`src/hdl/ipsh_pkg.sv`:
```
// shared types, constants and helpers of the incremental pid block
package ipsh_pkg;

    localparam int NUM_W = 59;
    localparam int DEN_W = 40;
    localparam int QUO_W = 36;
    localparam int CFG_IDX_W = 3;
    localparam int CFG_DATA_W = 16;

    localparam logic [CFG_IDX_W-1:0] REG_MODE     = 3'd0;
    localparam logic [CFG_IDX_W-1:0] REG_SETPOINT = 3'd1;
    localparam logic [CFG_IDX_W-1:0] REG_GAIN_P   = 3'd2;
    localparam logic [CFG_IDX_W-1:0] REG_GAIN_I   = 3'd3;
    localparam logic [CFG_IDX_W-1:0] REG_GAIN_D   = 3'd4;
    localparam logic [CFG_IDX_W-1:0] REG_SHRINK   = 3'd5;
    localparam logic [CFG_IDX_W-1:0] REG_FILTER   = 3'd6;
    localparam logic [CFG_IDX_W-1:0] REG_LIMIT    = 3'd7;

    localparam int HALF_TURN = 2880;
    localparam int FULL_TURN = 5760;
    localparam logic [DEN_W-1:0] UNITY_Q24 = DEN_W'(1) << 24;

    typedef enum logic [3:0] {
        S_IDLE, S_FMUL, S_FUPD, S_ERR, S_WDIV, S_WFIX, S_PMUL, S_PADD,
        S_DMUL, S_DADD, S_NMUL, S_DENMUL, S_IDIVST, S_IDIV, S_IADD, S_DONE
    } t_state;

    typedef enum logic [3:0] {
        OP_NONE, OP_LOAD, OP_FMUL, OP_FUPD, OP_ERR, OP_WSTEP, OP_WFIX, OP_PMUL,
        OP_PADD, OP_DMUL, OP_DADD, OP_NMUL, OP_DENMUL, OP_IADD, OP_FINISH
    } t_op;

    typedef struct packed {
        t_op  op;
        logic div_start;
    } t_cmd;

    typedef struct packed {
        logic wrap_needed;
        logic wrap_last;
        logic div_done;
    } t_sts;

    function automatic logic signed [23:0] sat24(input logic signed [63:0] v);
        logic signed [23:0] r;
        if (v > 64'sd8388607) begin
            r = 24'sh7fffff;
        end else if (v < -64'sd8388608) begin
            r = 24'sh800000;
        end else begin
            r = v[23:0];
        end
        return r;
    endfunction

endpackage

```
`src/hdl/ipsh_in_if.sv`:
```
// input channel: one measurement and one gyro rate per transfer
interface ipsh_in_if #(parameter int W = 16);
    logic         valid;
    logic         ready;
    logic [W-1:0] measurement;
    logic [W-1:0] gyro_rate;
    modport source(output valid, measurement, gyro_rate, input ready);
    modport sink(input valid, measurement, gyro_rate, output ready);
endinterface

```
`src/hdl/ipsh_out_if.sv`:
```
// output channel: drive value and saturation flag per transfer
interface ipsh_out_if;
    logic        valid;
    logic        ready;
    logic [15:0] drive;
    logic        saturated;
    modport source(output valid, drive, saturated, input ready);
    modport sink(input valid, drive, saturated, output ready);
endinterface

```
`src/hdl/ipsh_div.sv`:
```
// radix-2 restoring divider, one quotient bit per cycle
module ipsh_div #(
    parameter int N = 59,
    parameter int D = 40
) (
    input  logic         i_clk,
    input  logic         i_rst_n,
    input  logic         i_start,
    input  logic [N-1:0] i_dividend,
    input  logic [D-1:0] i_divisor,
    output logic         o_done,
    output logic [N-1:0] o_quotient
);
    localparam int CW = $clog2(N + 1);

    logic [N-1:0]  r_quo;
    logic [D-1:0]  r_rem;
    logic [D-1:0]  r_den;
    logic [CW-1:0] r_cnt;
    logic          r_busy;
    logic          r_done;
    logic [D:0]    n_try;
    logic [D:0]    n_sub;

    assign n_try = {r_rem, r_quo[N-1]};
    assign n_sub = n_try - {1'b0, r_den};

    always_ff @(posedge i_clk) begin
        if (!i_rst_n) begin
            r_busy <= 1'b0;
            r_done <= 1'b0;
            r_cnt  <= '0;
        end else begin
            r_done <= 1'b0;
            if (i_start) begin
                r_busy <= 1'b1;
                r_cnt  <= CW'(N);
            end else if (r_busy) begin
                r_cnt <= r_cnt - CW'(1);
                if (r_cnt == CW'(1)) begin
                    r_busy <= 1'b0;
                    r_done <= 1'b1;
                end
            end
        end
    end

    always_ff @(posedge i_clk) begin
        if (i_start) begin
            r_quo <= i_dividend;
            r_rem <= '0;
            r_den <= i_divisor;
        end else if (r_busy) begin
            if (n_try >= {1'b0, r_den}) begin
                r_rem <= n_sub[D-1:0];
                r_quo <= {r_quo[N-2:0], 1'b1};
            end else begin
                r_rem <= n_try[D-1:0];
                r_quo <= {r_quo[N-2:0], 1'b0};
            end
        end
    end

    assign o_done      = r_done;
    assign o_quotient  = r_quo;

`ifndef SYNTH
    a_done_after_busy: assert property (@(posedge i_clk) disable iff (!i_rst_n)
        r_done |-> $past(r_busy))
        else $error("divider done without a running division");
`endif
endmodule

```
`src/hdl/ipsh_dp.sv`:
```
// datapath: config registers, filter, error, shared multiplier, accumulator
module ipsh_dp
    import ipsh_pkg::*;
#(
    parameter int W = 16
) (
    input  logic                  i_clk,
    input  logic                  i_rst_n,
    input  logic                  i_cfg_we,
    input  logic [CFG_IDX_W-1:0]  i_cfg_idx,
    input  logic [CFG_DATA_W-1:0] i_cfg_data,
    input  logic [W-1:0]          i_measurement,
    input  logic [W-1:0]          i_gyro_rate,
    input  t_cmd                  i_cmd,
    output t_sts                  o_sts,
    output logic [15:0]           o_drive,
    output logic                  o_saturated
);
    localparam int AW = (W + 9 > 26) ? W + 9 : 26;
    localparam int PW = AW + 17;
    localparam int SW = PW + 6;
    localparam int EW = ((W > 16) ? W : 16) + 1;
    localparam int KMAX = EW - 13;
    localparam int KW = $clog2(EW);

    logic              r_mode;
    logic signed [15:0] r_setpoint;
    logic [15:0]       r_gain_p, r_gain_i, r_gain_d, r_shrink;
    logic [8:0]        r_filter;
    logic [14:0]       r_limit;

    logic signed [W-1:0]  r_x, r_gyro;
    logic signed [23:0]   r_f, r_f1, r_f2, r_prev, r_err;
    logic signed [31:0]   r_acc;
    logic signed [SW-1:0] r_sum;
    logic signed [PW-1:0] r_prod;
    logic [NUM_W-1:0]     r_num;
    logic                 r_wneg;
    logic [EW-1:0]        r_wrem;
    logic [KW-1:0]        r_wk;
    logic [15:0]          r_drive;
    logic                 r_sat;

    logic signed [AW-1:0]   n_a;
    logic [15:0]            n_b;
    logic signed [PW-1:0]   n_prod;
    logic [8:0]             n_alpha;
    logic signed [EW-1:0]   n_e;
    logic [EW-1:0]          n_wmag;
    logic [EW-1:0]          n_wstep;
    logic                   n_wrap_hi, n_wrap_lo;
    logic [23:0]            n_mag;
    logic [NUM_W-1:0]       n_dividend;
    logic [DEN_W-1:0]       n_divisor;
    logic [NUM_W-1:0]       n_quo;
    logic                   n_div_done;
    logic signed [14:0]     n_wrapped;
    logic [12:0]            n_r;
    logic signed [SW-1:0]   n_q;
    logic signed [SW-1:0]   n_hi;
    logic signed [31:0]     n_clamped;
    logic                   n_sat;
    logic signed [31:0]     n_neg;

    always_ff @(posedge i_clk) begin
        if (!i_rst_n) begin
            r_mode     <= 1'b0;
            r_setpoint <= '0;
            r_gain_p   <= 16'd512;
            r_gain_i   <= 16'd26;
            r_gain_d   <= '0;
            r_shrink   <= 16'd2048;
            r_filter   <= 9'd77;
            r_limit    <= 15'd1000;
        end else if (i_cfg_we) begin
            unique case (i_cfg_idx)
                REG_MODE:     r_mode     <= i_cfg_data[0];
                REG_SETPOINT: r_setpoint <= i_cfg_data;
                REG_GAIN_P:   r_gain_p   <= i_cfg_data;
                REG_GAIN_I:   r_gain_i   <= i_cfg_data;
                REG_GAIN_D:   r_gain_d   <= i_cfg_data;
                REG_SHRINK:   r_shrink   <= i_cfg_data;
                REG_FILTER:   r_filter   <= i_cfg_data[8:0];
                REG_LIMIT:    r_limit    <= i_cfg_data[14:0];
                default: ;
            endcase
        end
    end

    assign n_alpha = r_filter[8] ? 9'd256 : r_filter;
    assign n_mag   = r_err[23] ? 24'(-r_err) : 24'(r_err);

    // heading error before wrap and wrap detection
    assign n_e       = EW'(r_setpoint) - EW'(r_x);
    assign n_wrap_hi = n_e > EW'(HALF_TURN);
    assign n_wrap_lo = n_e < -EW'(HALF_TURN);
    always_comb begin
        if (n_wrap_hi) begin
            n_wmag = n_e - EW'(HALF_TURN + 1);
        end else begin
            n_wmag = -(n_e + EW'(HALF_TURN));
        end
    end

    // full-turn multiple for the current reduction step
    assign n_wstep = EW'(FULL_TURN) << r_wk;

    // shared multiplier operand select
    always_comb begin
        n_a = '0;
        n_b = '0;
        unique case (i_cmd.op)
            OP_FMUL: begin
                n_a = AW'((AW'(r_x) <<< 8) - AW'(r_f));
                n_b = 16'(n_alpha);
            end
            OP_PMUL: begin
                n_a = AW'(r_err) - AW'(r_prev);
                n_b = r_gain_p;
            end
            OP_DMUL: begin
                n_a = r_mode ? -AW'(r_gyro)
                             : AW'(r_f) - (AW'(r_f1) <<< 1) + AW'(r_f2);
                n_b = r_gain_d;
            end
            OP_NMUL: begin
                n_a = AW'({1'b0, n_mag});
                n_b = r_gain_i;
            end
            OP_DENMUL: begin
                n_a = AW'({1'b0, n_mag});
                n_b = r_shrink;
            end
            default: ;
        endcase
    end

    assign n_prod = PW'(n_a) * PW'($signed({1'b0, n_b}));

    assign n_dividend = r_num;
    assign n_divisor  = DEN_W'(r_prod) + UNITY_Q24;

    ipsh_div #(.N(NUM_W), .D(DEN_W)) u_div (
        .i_clk       (i_clk),
        .i_rst_n     (i_rst_n),
        .i_start     (i_cmd.div_start),
        .i_dividend  (n_dividend),
        .i_divisor   (n_divisor),
        .o_done      (n_div_done),
        .o_quotient  (n_quo)
    );

    assign n_r = (r_wrem[12:0] == 13'd0) ? 13'd0 : 13'(FULL_TURN) - r_wrem[12:0];
    assign n_wrapped = r_wneg ? 15'($signed({2'b00, n_r})) - 15'sd2880
                              : 15'($signed({2'b00, r_wrem[12:0]})) - 15'sd2879;

    assign n_q = r_err[23] ? -SW'($signed({1'b0, n_quo[QUO_W-1:0]}))
                           : SW'($signed({1'b0, n_quo[QUO_W-1:0]}));

    // accumulator clamp
    assign n_hi = SW'($signed({1'b0, r_limit, 16'd0}));
    always_comb begin
        if (r_sum > n_hi) begin
            n_clamped = 32'(n_hi);
            n_sat     = 1'b1;
        end else if (r_sum < -n_hi) begin
            n_clamped = 32'(-n_hi);
            n_sat     = 1'b1;
        end else begin
            n_clamped = 32'(r_sum);
            n_sat     = 1'b0;
        end
    end
    assign n_neg = -n_clamped;

    always_ff @(posedge i_clk) begin
        if (!i_rst_n) begin
            r_f    <= '0;
            r_f1   <= '0;
            r_f2   <= '0;
            r_prev <= '0;
            r_acc  <= '0;
        end else begin
            unique case (i_cmd.op)
                OP_FUPD: r_f <= sat24(64'(PW'(r_f) + (r_prod >>> 8)));
                OP_FINISH: begin
                    r_acc  <= n_clamped;
                    r_prev <= r_err;
                    if (!r_mode) begin
                        r_f2 <= r_f1;
                        r_f1 <= r_f;
                    end
                end
                default: ;
            endcase
        end
    end

    always_ff @(posedge i_clk) begin
        unique case (i_cmd.op)
            OP_LOAD: begin
                r_x    <= i_measurement;
                r_gyro <= i_gyro_rate;
            end
            OP_FMUL, OP_PMUL, OP_DMUL, OP_NMUL: r_prod <= n_prod;
            OP_DENMUL: begin
                r_num  <= NUM_W'(r_prod) << 20;
                r_prod <= n_prod;
            end
            OP_ERR: begin
                if (!r_mode) begin
                    r_err <= sat24(64'((25'(r_setpoint) <<< 8) - 25'(r_f)));
                end else begin
                    r_wneg <= n_wrap_lo;
                    r_wrem <= n_wmag;
                    r_wk   <= KW'(KMAX);
                    r_err  <= 24'(n_e) <<< 8;
                end
            end
            OP_WSTEP: begin
                if (r_wrem >= n_wstep) begin
                    r_wrem <= r_wrem - n_wstep;
                end
                r_wk <= r_wk - KW'(1);
            end
            OP_WFIX: r_err <= 24'(n_wrapped) <<< 8;
            OP_PADD: r_sum <= SW'(r_acc) + SW'(r_prod >>> 4);
            OP_DADD: r_sum <= r_mode ? r_sum + (SW'(r_prod) <<< 4)
                                     : r_sum + SW'(r_prod >>> 4);
            OP_IADD: r_sum <= r_sum + n_q;
            OP_FINISH: begin
                r_sat   <= n_sat;
                r_drive <= n_clamped[31] ? 16'(-(n_neg >>> 16)) : n_clamped[31:16];
            end
            default: ;
        endcase
    end

    assign o_sts.wrap_needed = r_mode && (n_wrap_hi || n_wrap_lo);
    assign o_sts.wrap_last   = (r_wk == '0);
    assign o_sts.div_done    = n_div_done;
    assign o_drive           = r_drive;
    assign o_saturated       = r_sat;

`ifndef SYNTH
    a_acc_in_limit: assert property (@(posedge i_clk) disable iff (!i_rst_n)
        $past(i_cmd.op == OP_FINISH) |->
            (r_acc <= $signed({1'b0, r_limit, 16'd0})
             && r_acc >= -$signed({1'b0, r_limit, 16'd0})))
        else $error("accumulator outside clamp range");
`endif
endmodule

```
`src/hdl/ipsh_ctrl.sv`:
```
// controller: sequences the datapath steps for one sample
module ipsh_ctrl
    import ipsh_pkg::*;
(
    input  logic i_clk,
    input  logic i_rst_n,
    input  logic i_in_valid,
    output logic o_in_ready,
    output logic o_out_valid,
    input  logic i_out_ready,
    input  t_sts i_sts,
    output t_cmd o_cmd
);
    t_state r_state, n_state;
    logic   r_out_valid;

    always_ff @(posedge i_clk) begin
        if (!i_rst_n) begin
            r_state     <= S_IDLE;
            r_out_valid <= 1'b0;
        end else begin
            r_state <= n_state;
            if (o_cmd.op == OP_FINISH) begin
                r_out_valid <= 1'b1;
            end else if (i_out_ready) begin
                r_out_valid <= 1'b0;
            end
        end
    end

    always_comb begin
        n_state         = r_state;
        o_cmd.op        = OP_NONE;
        o_cmd.div_start = 1'b0;
        o_in_ready      = 1'b0;
        unique case (r_state)
            S_IDLE: begin
                o_in_ready = 1'b1;
                if (i_in_valid) begin
                    o_cmd.op = OP_LOAD;
                    n_state  = S_FMUL;
                end
            end
            S_FMUL: begin
                o_cmd.op = OP_FMUL;
                n_state  = S_FUPD;
            end
            S_FUPD: begin
                o_cmd.op = OP_FUPD;
                n_state  = S_ERR;
            end
            S_ERR: begin
                o_cmd.op = OP_ERR;
                n_state  = i_sts.wrap_needed ? S_WDIV : S_PMUL;
            end
            S_WDIV: begin
                o_cmd.op = OP_WSTEP;
                if (i_sts.wrap_last) begin
                    n_state = S_WFIX;
                end
            end
            S_WFIX: begin
                o_cmd.op = OP_WFIX;
                n_state  = S_PMUL;
            end
            S_PMUL: begin
                o_cmd.op = OP_PMUL;
                n_state  = S_PADD;
            end
            S_PADD: begin
                o_cmd.op = OP_PADD;
                n_state  = S_DMUL;
            end
            S_DMUL: begin
                o_cmd.op = OP_DMUL;
                n_state  = S_DADD;
            end
            S_DADD: begin
                o_cmd.op = OP_DADD;
                n_state  = S_NMUL;
            end
            S_NMUL: begin
                o_cmd.op = OP_NMUL;
                n_state  = S_DENMUL;
            end
            S_DENMUL: begin
                o_cmd.op = OP_DENMUL;
                n_state  = S_IDIVST;
            end
            S_IDIVST: begin
                o_cmd.div_start = 1'b1;
                n_state         = S_IDIV;
            end
            S_IDIV: begin
                if (i_sts.div_done) begin
                    n_state = S_IADD;
                end
            end
            S_IADD: begin
                o_cmd.op = OP_IADD;
                n_state  = S_DONE;
            end
            S_DONE: begin
                if (!r_out_valid || i_out_ready) begin
                    o_cmd.op = OP_FINISH;
                    n_state  = S_IDLE;
                end
            end
            default: n_state = S_IDLE;
        endcase
    end

    assign o_out_valid = r_out_valid;

`ifndef SYNTH
    a_start_states: assert property (@(posedge i_clk) disable iff (!i_rst_n)
        o_cmd.div_start |-> (r_state == S_IDIVST))
        else $error("division started outside its state");
    a_accept_starts: assert property (@(posedge i_clk) disable iff (!i_rst_n)
        (i_in_valid && o_in_ready) |=> r_state == S_FMUL)
        else $error("accepted sample did not start the filter step");
    a_finish_slot: assert property (@(posedge i_clk) disable iff (!i_rst_n)
        (o_cmd.op == OP_FINISH) |-> (!r_out_valid || i_out_ready))
        else $error("result overwrote a pending transfer");
`endif
endmodule

```
`src/hdl/incremental_pid_speed_heading.sv`:
```
// top level of the incremental pid controller with speed and heading modes
//
// i_in carries one measurement and one gyro rate per transfer; o_out returns
// one drive value and a saturation flag for each accepted sample, in order.
// The user must write registers through i_cfg_we / i_cfg_idx / i_cfg_data
// only while the block is idle; the block itself does not enforce it. The
// registers: mode, setpoint, gains, integral shrink, filter weight, limit.
// A heading error outside one half turn adds 5 compare and subtract steps
// and a fix-up to the sequence of a sample. The serial divider of the
// variable integral term, one quotient bit per cycle, is the longest step
// of a sample. A single multiplier is shared by the filter, proportional,
// derivative and integral steps. A new sample is taken as soon as the
// previous result sits in the output register, so the datapath works on
// one sample at a time. Synchronous active-low reset restores the register
// defaults and clears the filter history, the previous error and the output
// accumulator. While the receiver stalls the pending result holds; the next
// sample is still processed and waits before its final step until the slot
// is free.
module incremental_pid_speed_heading
    import ipsh_pkg::*;
#(
    parameter int MEAS_WIDTH = 16
) (
    input  logic                  i_clk,
    input  logic                  i_rst_n,
    input  logic                  i_cfg_we,
    input  logic [CFG_IDX_W-1:0]  i_cfg_idx,
    input  logic [CFG_DATA_W-1:0] i_cfg_data,
    ipsh_in_if.sink               i_in,
    ipsh_out_if.source            o_out
);
    t_cmd n_cmd;
    t_sts n_sts;

    ipsh_ctrl u_ctrl (
        .i_clk       (i_clk),
        .i_rst_n     (i_rst_n),
        .i_in_valid  (i_in.valid),
        .o_in_ready  (i_in.ready),
        .o_out_valid (o_out.valid),
        .i_out_ready (o_out.ready),
        .i_sts       (n_sts),
        .o_cmd       (n_cmd)
    );

    ipsh_dp #(.W(MEAS_WIDTH)) u_dp (
        .i_clk         (i_clk),
        .i_rst_n       (i_rst_n),
        .i_cfg_we      (i_cfg_we),
        .i_cfg_idx     (i_cfg_idx),
        .i_cfg_data    (i_cfg_data),
        .i_measurement (i_in.measurement),
        .i_gyro_rate   (i_in.gyro_rate),
        .i_cmd         (n_cmd),
        .o_sts         (n_sts),
        .o_drive       (o_out.drive),
        .o_saturated   (o_out.saturated)
    );
endmodule

```
`src/flat_wrapper.sv`:
```
// flat-port wrapper written by rule: the top's interface ports become plain ports
module incremental_pid_speed_heading_flat import ipsh_pkg::*;
#(
    parameter int MEAS_WIDTH = 16
)
  (i_clk, i_rst_n, i_cfg_we, i_cfg_idx, i_cfg_data, i_in_valid, i_in_measurement, i_in_gyro_rate, i_in_ready, o_out_valid, o_out_drive, o_out_saturated, o_out_ready);
  ipsh_in_if i_in_i ();
  ipsh_out_if o_out_i ();
  input  logic i_clk;
  input  logic i_rst_n;
  input  logic i_cfg_we;
  input  logic [CFG_IDX_W-1:0] i_cfg_idx;
  input  logic [CFG_DATA_W-1:0] i_cfg_data;
  input wire logic [$bits(i_in_i.valid)-1:0] i_in_valid;
  input wire logic [$bits(i_in_i.measurement)-1:0] i_in_measurement;
  input wire logic [$bits(i_in_i.gyro_rate)-1:0] i_in_gyro_rate;
  output wire logic [$bits(i_in_i.ready)-1:0] i_in_ready;
  output wire logic [$bits(o_out_i.valid)-1:0] o_out_valid;
  output wire logic [$bits(o_out_i.drive)-1:0] o_out_drive;
  output wire logic [$bits(o_out_i.saturated)-1:0] o_out_saturated;
  input wire logic [$bits(o_out_i.ready)-1:0] o_out_ready;
  assign i_in_i.valid = i_in_valid;
  assign i_in_i.measurement = i_in_measurement;
  assign i_in_i.gyro_rate = i_in_gyro_rate;
  assign i_in_ready = i_in_i.ready;
  assign o_out_valid = o_out_i.valid;
  assign o_out_drive = o_out_i.drive;
  assign o_out_saturated = o_out_i.saturated;
  assign o_out_i.ready = o_out_ready;
  incremental_pid_speed_heading #(.MEAS_WIDTH(MEAS_WIDTH)) u_core (.i_clk(i_clk), .i_rst_n(i_rst_n), .i_cfg_we(i_cfg_we), .i_cfg_idx(i_cfg_idx), .i_cfg_data(i_cfg_data), .i_in(i_in_i), .o_out(o_out_i));
endmodule
```
`config.mk`:
```
export PLATFORM = sky130hd
export DESIGN_NAME = incremental_pid_speed_heading_flat
export DESIGN_NICKNAME = d
export VERILOG_FILES = /design/src/hdl/ipsh_pkg.sv /design/src/hdl/ipsh_in_if.sv /design/src/hdl/ipsh_out_if.sv /design/src/hdl/ipsh_div.sv /design/src/hdl/ipsh_dp.sv /design/src/hdl/ipsh_ctrl.sv /design/src/hdl/incremental_pid_speed_heading.sv /design/src/flat_wrapper.sv
export SDC_FILE = /design/constraint.sdc
export NUM_CORES = 2
export LEC_CHECK = 0
export BUFFER_PORTS_ARGS = -buffer_cell sky130_fd_sc_hd__buf_4
export CORE_AREA = 8 8 317 319
export CTS_CLUSTER_DIAMETER = 60
export DETAILED_ROUTE_END_ITERATION = 16
export DIE_AREA = 0 0 325 327
export PLACE_DENSITY_LB_ADDON = 0.25
export SLEW_MARGIN = 20
export SYNTH_ARGS = -nofsm -noshare
export SYNTH_HDL_FRONTEND = slang
export SYNTH_SLANG_ARGS = --single-unit
```
`constraint.sdc`:
```
create_clock -name i_clk -period 12.7 [get_ports i_clk]
set_input_delay 1.905 -clock i_clk [delete_from_list [all_inputs] [get_ports i_clk]]
set_output_delay 1.905 -clock i_clk [all_outputs]
set_load 0.1 [all_outputs]
```
==> impl_results.md <==
- Clock Sinks: 612
- Max_slew headroom: 19.3%
- Predominant post-synthesis flop cell: edfxtp_1
- Antenna violations before repair: 3
- Final min period: 11450 ps
- Clk_lat worst skew: 670 ps
- Nets: 8536
- Die ar.: 0.106 mm2
- Status: finished, final reports clean
- IO Pins: 75
- Final worst-path cycle share: ~90%
- Cell Rows: roughly 110
- Max VDD drop: between 0.1 and 0.15 mV
- Mean routed wirelength per cell: 22.2 um
- P_leak: 28.9 nW
- Worst-path clk slew: 60 ps
- Nature of the critical path startpoint: flop
- Gr ovfl total: 0
- Synthesized area: between 0.06 and 0.07 mm2
- Max Cap Violations: 0
- Core area: roughly 0.096 mm2
- Arrival time worst endpoint: between 10000 and 15000 ps
- Final Hold Fails: 0
- Max Freq: ~87 MHz
- Commonest non-fill, non-tap cell in the layout: nand2_1
- Hpwl dp: 148000 um
- Vias in the first global route: 54.5k
- Drt first-iter violations: around 5.4k
- Crit Path Category: flop to flop
- First-pass GRT wire length: 303000 um
- Switching share of power: 37.0%
- DRT Pass-1 Iters: 6
- Crit end category: flop
- PortBufs: 74
- Clock network power share: 32.8%
- Post_cts resized: 0
- Post-CTS Setup Inserts: 0
- Logic gate share of total power: 34.0%
- Maximum buffer depth of the clock tree: 3
- Clock root buffer: clkbuf_16
- DR vias: 56.2k
- Share of layout cells above drive strength 1: 5.32%
- Final Wtd Congestion: between 1 and 1.5
- Fin. max-slew vios: 0
- Ys async rst share: 0%
- Total CTS buffers: 80
- Synthesized Nets: 8539
- Syn avg cell area: around 8.3 um2
- Post-route ant nets: 0
- Synth Instances: 7511
- CP Max Fanout: 12
- GRT Total Usage: approximately 36%
- CTS tree: built
- Total Power: ~7.1 mW
- P_sw: between 2 and 3 mW
- Slew at the pin closest to its max-slew limit: between 1000 and 1500 ps
- Filler instances: roughly 7.6k
- Critical-path top delay cell: fa_1
- Via density: 6.35
- Die height: 327 um
- H-tree Lvls: 3
- Total wire length: 196000 um
- Worst EP required: 13150 ps
- Post-synth EDFFs: 326
- P&R area growth vs syn: 7.70%
- CP most frequent cell: fa_1
- Residual DRC: 0
- Largest net degree at the start of global routing: 77
- Hold Path Class: flop to flop
- Final setup fails: 0
- Reg power frac: 33.2%
- Die width: 325 um
- Unrepaired setup endpoints after global routing: false
- Register area share after synthesis: between 20% and 30%
- Worst Skew: between 20 and 25 ps
- Cell Pwr Density: 106 mW/mm2
- Cell-internal power: 4.47 mW
- Synth Register Bits: 612
- Most frequent cells in the layout: 1116 x nand2_1, 836 x inv_1, 648 x a21oi_1
- Synth cell types: 89
- Setup TNS: 0 ps
- Starting density of the core: 65.2%
- Critical Path Max Stage Delay: approximately 900 ps
- Yosys warns: 0
- Hold buffers post-CTS: 0
## worst max-delay path: cells and delay by family (launching register included)
kind	cells	cell delay [ps]
fa+ha+maj	9	4800
compound gates	17	4270
simple gates	3	1020
flops	1	430
buf+inv	4	410
xor+xnor	1	130
mux	1	140
## kinds of logic (layout without fill, tap and decap cells)
kind of cell	after synthesis	in the layout	share of synthesized area [%]
AOI/OAI and AO/OA	1839	1839	18.4
DFF	612	612	24.9
and+or+nand+nor	2439	2439	17.7
other	0	1	0
muxes	45	45	0.724
adders and majority gates	973	973	24.8
xor gates and xnor gates	490	490	6.89
buffers and inverters	1113	1177	6.70
## worst paths after layout
| kind | startpoint | slack, ps | cells past startpoint | end |
|---|---|---|---|---|
| worst max-delay path | u_core.u_dp.r_f[3]$_SDFFE_PN0N_ | 1250 | 35 | u_core.u_dp.r_prod[42]$_DFFE_PP_ |
| worst min-delay path | u_core.u_dp.r_gain_i[14]$_SDFFE_PN0P_ | 450 | 2 | u_core.u_dp.r_gain_i[14]$_SDFFE_PN0P_ |
| worst max register to register | u_core.u_dp.r_f[3]$_SDFFE_PN0N_ | 1250 | 35 | u_core.u_dp.r_prod[42]$_DFFE_PP_ |
| worst min register to register | u_core.u_dp.r_gain_i[14]$_SDFFE_PN0P_ | 450 | 2 | u_core.u_dp.r_gain_i[14]$_SDFFE_PN0P_ |
## stage by stage
stage	cells	utilization (%)	hold slack (ps)	setup WS, ps	cell area, um2
6_report	8852	70.2	452	1250	67200
5_1_grt	8851	70.2	465	373	67200
4_1_cts	8851	70.2	455	1300	67200
3_5_place_dp	8702	67.4	447	1400	64500
3_3_place_gp	8702	67.4	441	1520	64500
2_1_floorplan	7511	-	436	2460	62400
## registers in the layout (all words and copies together), names as in the netlist, 24 cells and up
| register | count |
|---|---|
| u_core.u_dp.u_div.r_rem | 40 |
| u_core.u_dp.u_div.o_quotient | 59 |
| u_core.u_dp.r_f1 | 24 |
| u_core.u_dp.u_div.r_den | 40 |
| u_core.u_dp.r_prod | 43 |
| u_core.u_dp.r_prev | 24 |
| u_core.u_dp.r_acc | 32 |
| u_core.u_dp.r_sum | 49 |
| u_core.u_dp.r_err | 24 |
| u_core.u_dp.r_f2 | 24 |
| u_core.u_dp.n_dividend | 39 |
| u_core.u_dp.r_f | 24 |
## synth_stat cells (24+ instances only)
cell	n	area, um2
o221ai_1	26	228
nand3_1	145	726
inv_1	838	3150
a221oi_1	29	254
and2_1	87	544
nand2b_1	87	544
a31oi_1	58	363
o31ai_1	39	293
o21bai_1	46	345
o21ai_0	375	1880
nor2b_1	74	463
nor3_1	131	656
fa_1	437	8750
xnor2_1	333	2920
nand4_1	51	319
nand2_1	1117	4190
a211oi_1	62	465
ha_1	535	6690
or3_1	44	275
o21a_1	69	518
nor4_1	39	244
a21o_1	166	1250
o211ai_1	51	383
dfxtp_1	286	5730
xor2_1	156	1370
and3_1	48	300
nor2_1	510	1910
a22oi_1	24	180
edfxtp_1	326	9790
clkbuf_1	255	957
o22ai_1	38	238
a21oi_1	649	3250
mux2i_1	44	440
## cell type report
type / count / area [um2] / share of cell area [%]
antenna: 1 / 2.50 / 0.00372
inverter: 840 / 3160 / 4.70
tap: 1276 / 1600 / 2.38
sequential: 612 / 15500 / 23.1
multi-input combinational: 5786 / 42900 / 63.8
timing repair buffer: 188 / 1410 / 2.10
clock buffer: 103 / 2210 / 3.29
clock inverter: 46 / 465 / 0.692
## routing by layer
metal  track usage, %  part of all wire (%)  routed length [um]  vias up
met2             55.9                    44               86000     2923
li1                 -                     -                   -    25800
met5                0                 0.035                  69        -
met1             45.2                    38               74200    26700
met4             22.7                   7.4               14500       10
met3             7.83                    11               21600      704
## power groups by stage
stage | logic, mW | clock network, mW | registers [mW]
floorplan | 1.71 | 0 | 2.32
global placement | 2.28 | 0 | 2.39
detailed placement | 2.33 | 0 | 2.39
CTS | 2.35 | 2.33 | 2.35
global route | 2.63 | 2.40 | 2.36
finish | 2.41 | 2.33 | 2.36
Note: power is estimated with default switching activity, not from simulation.
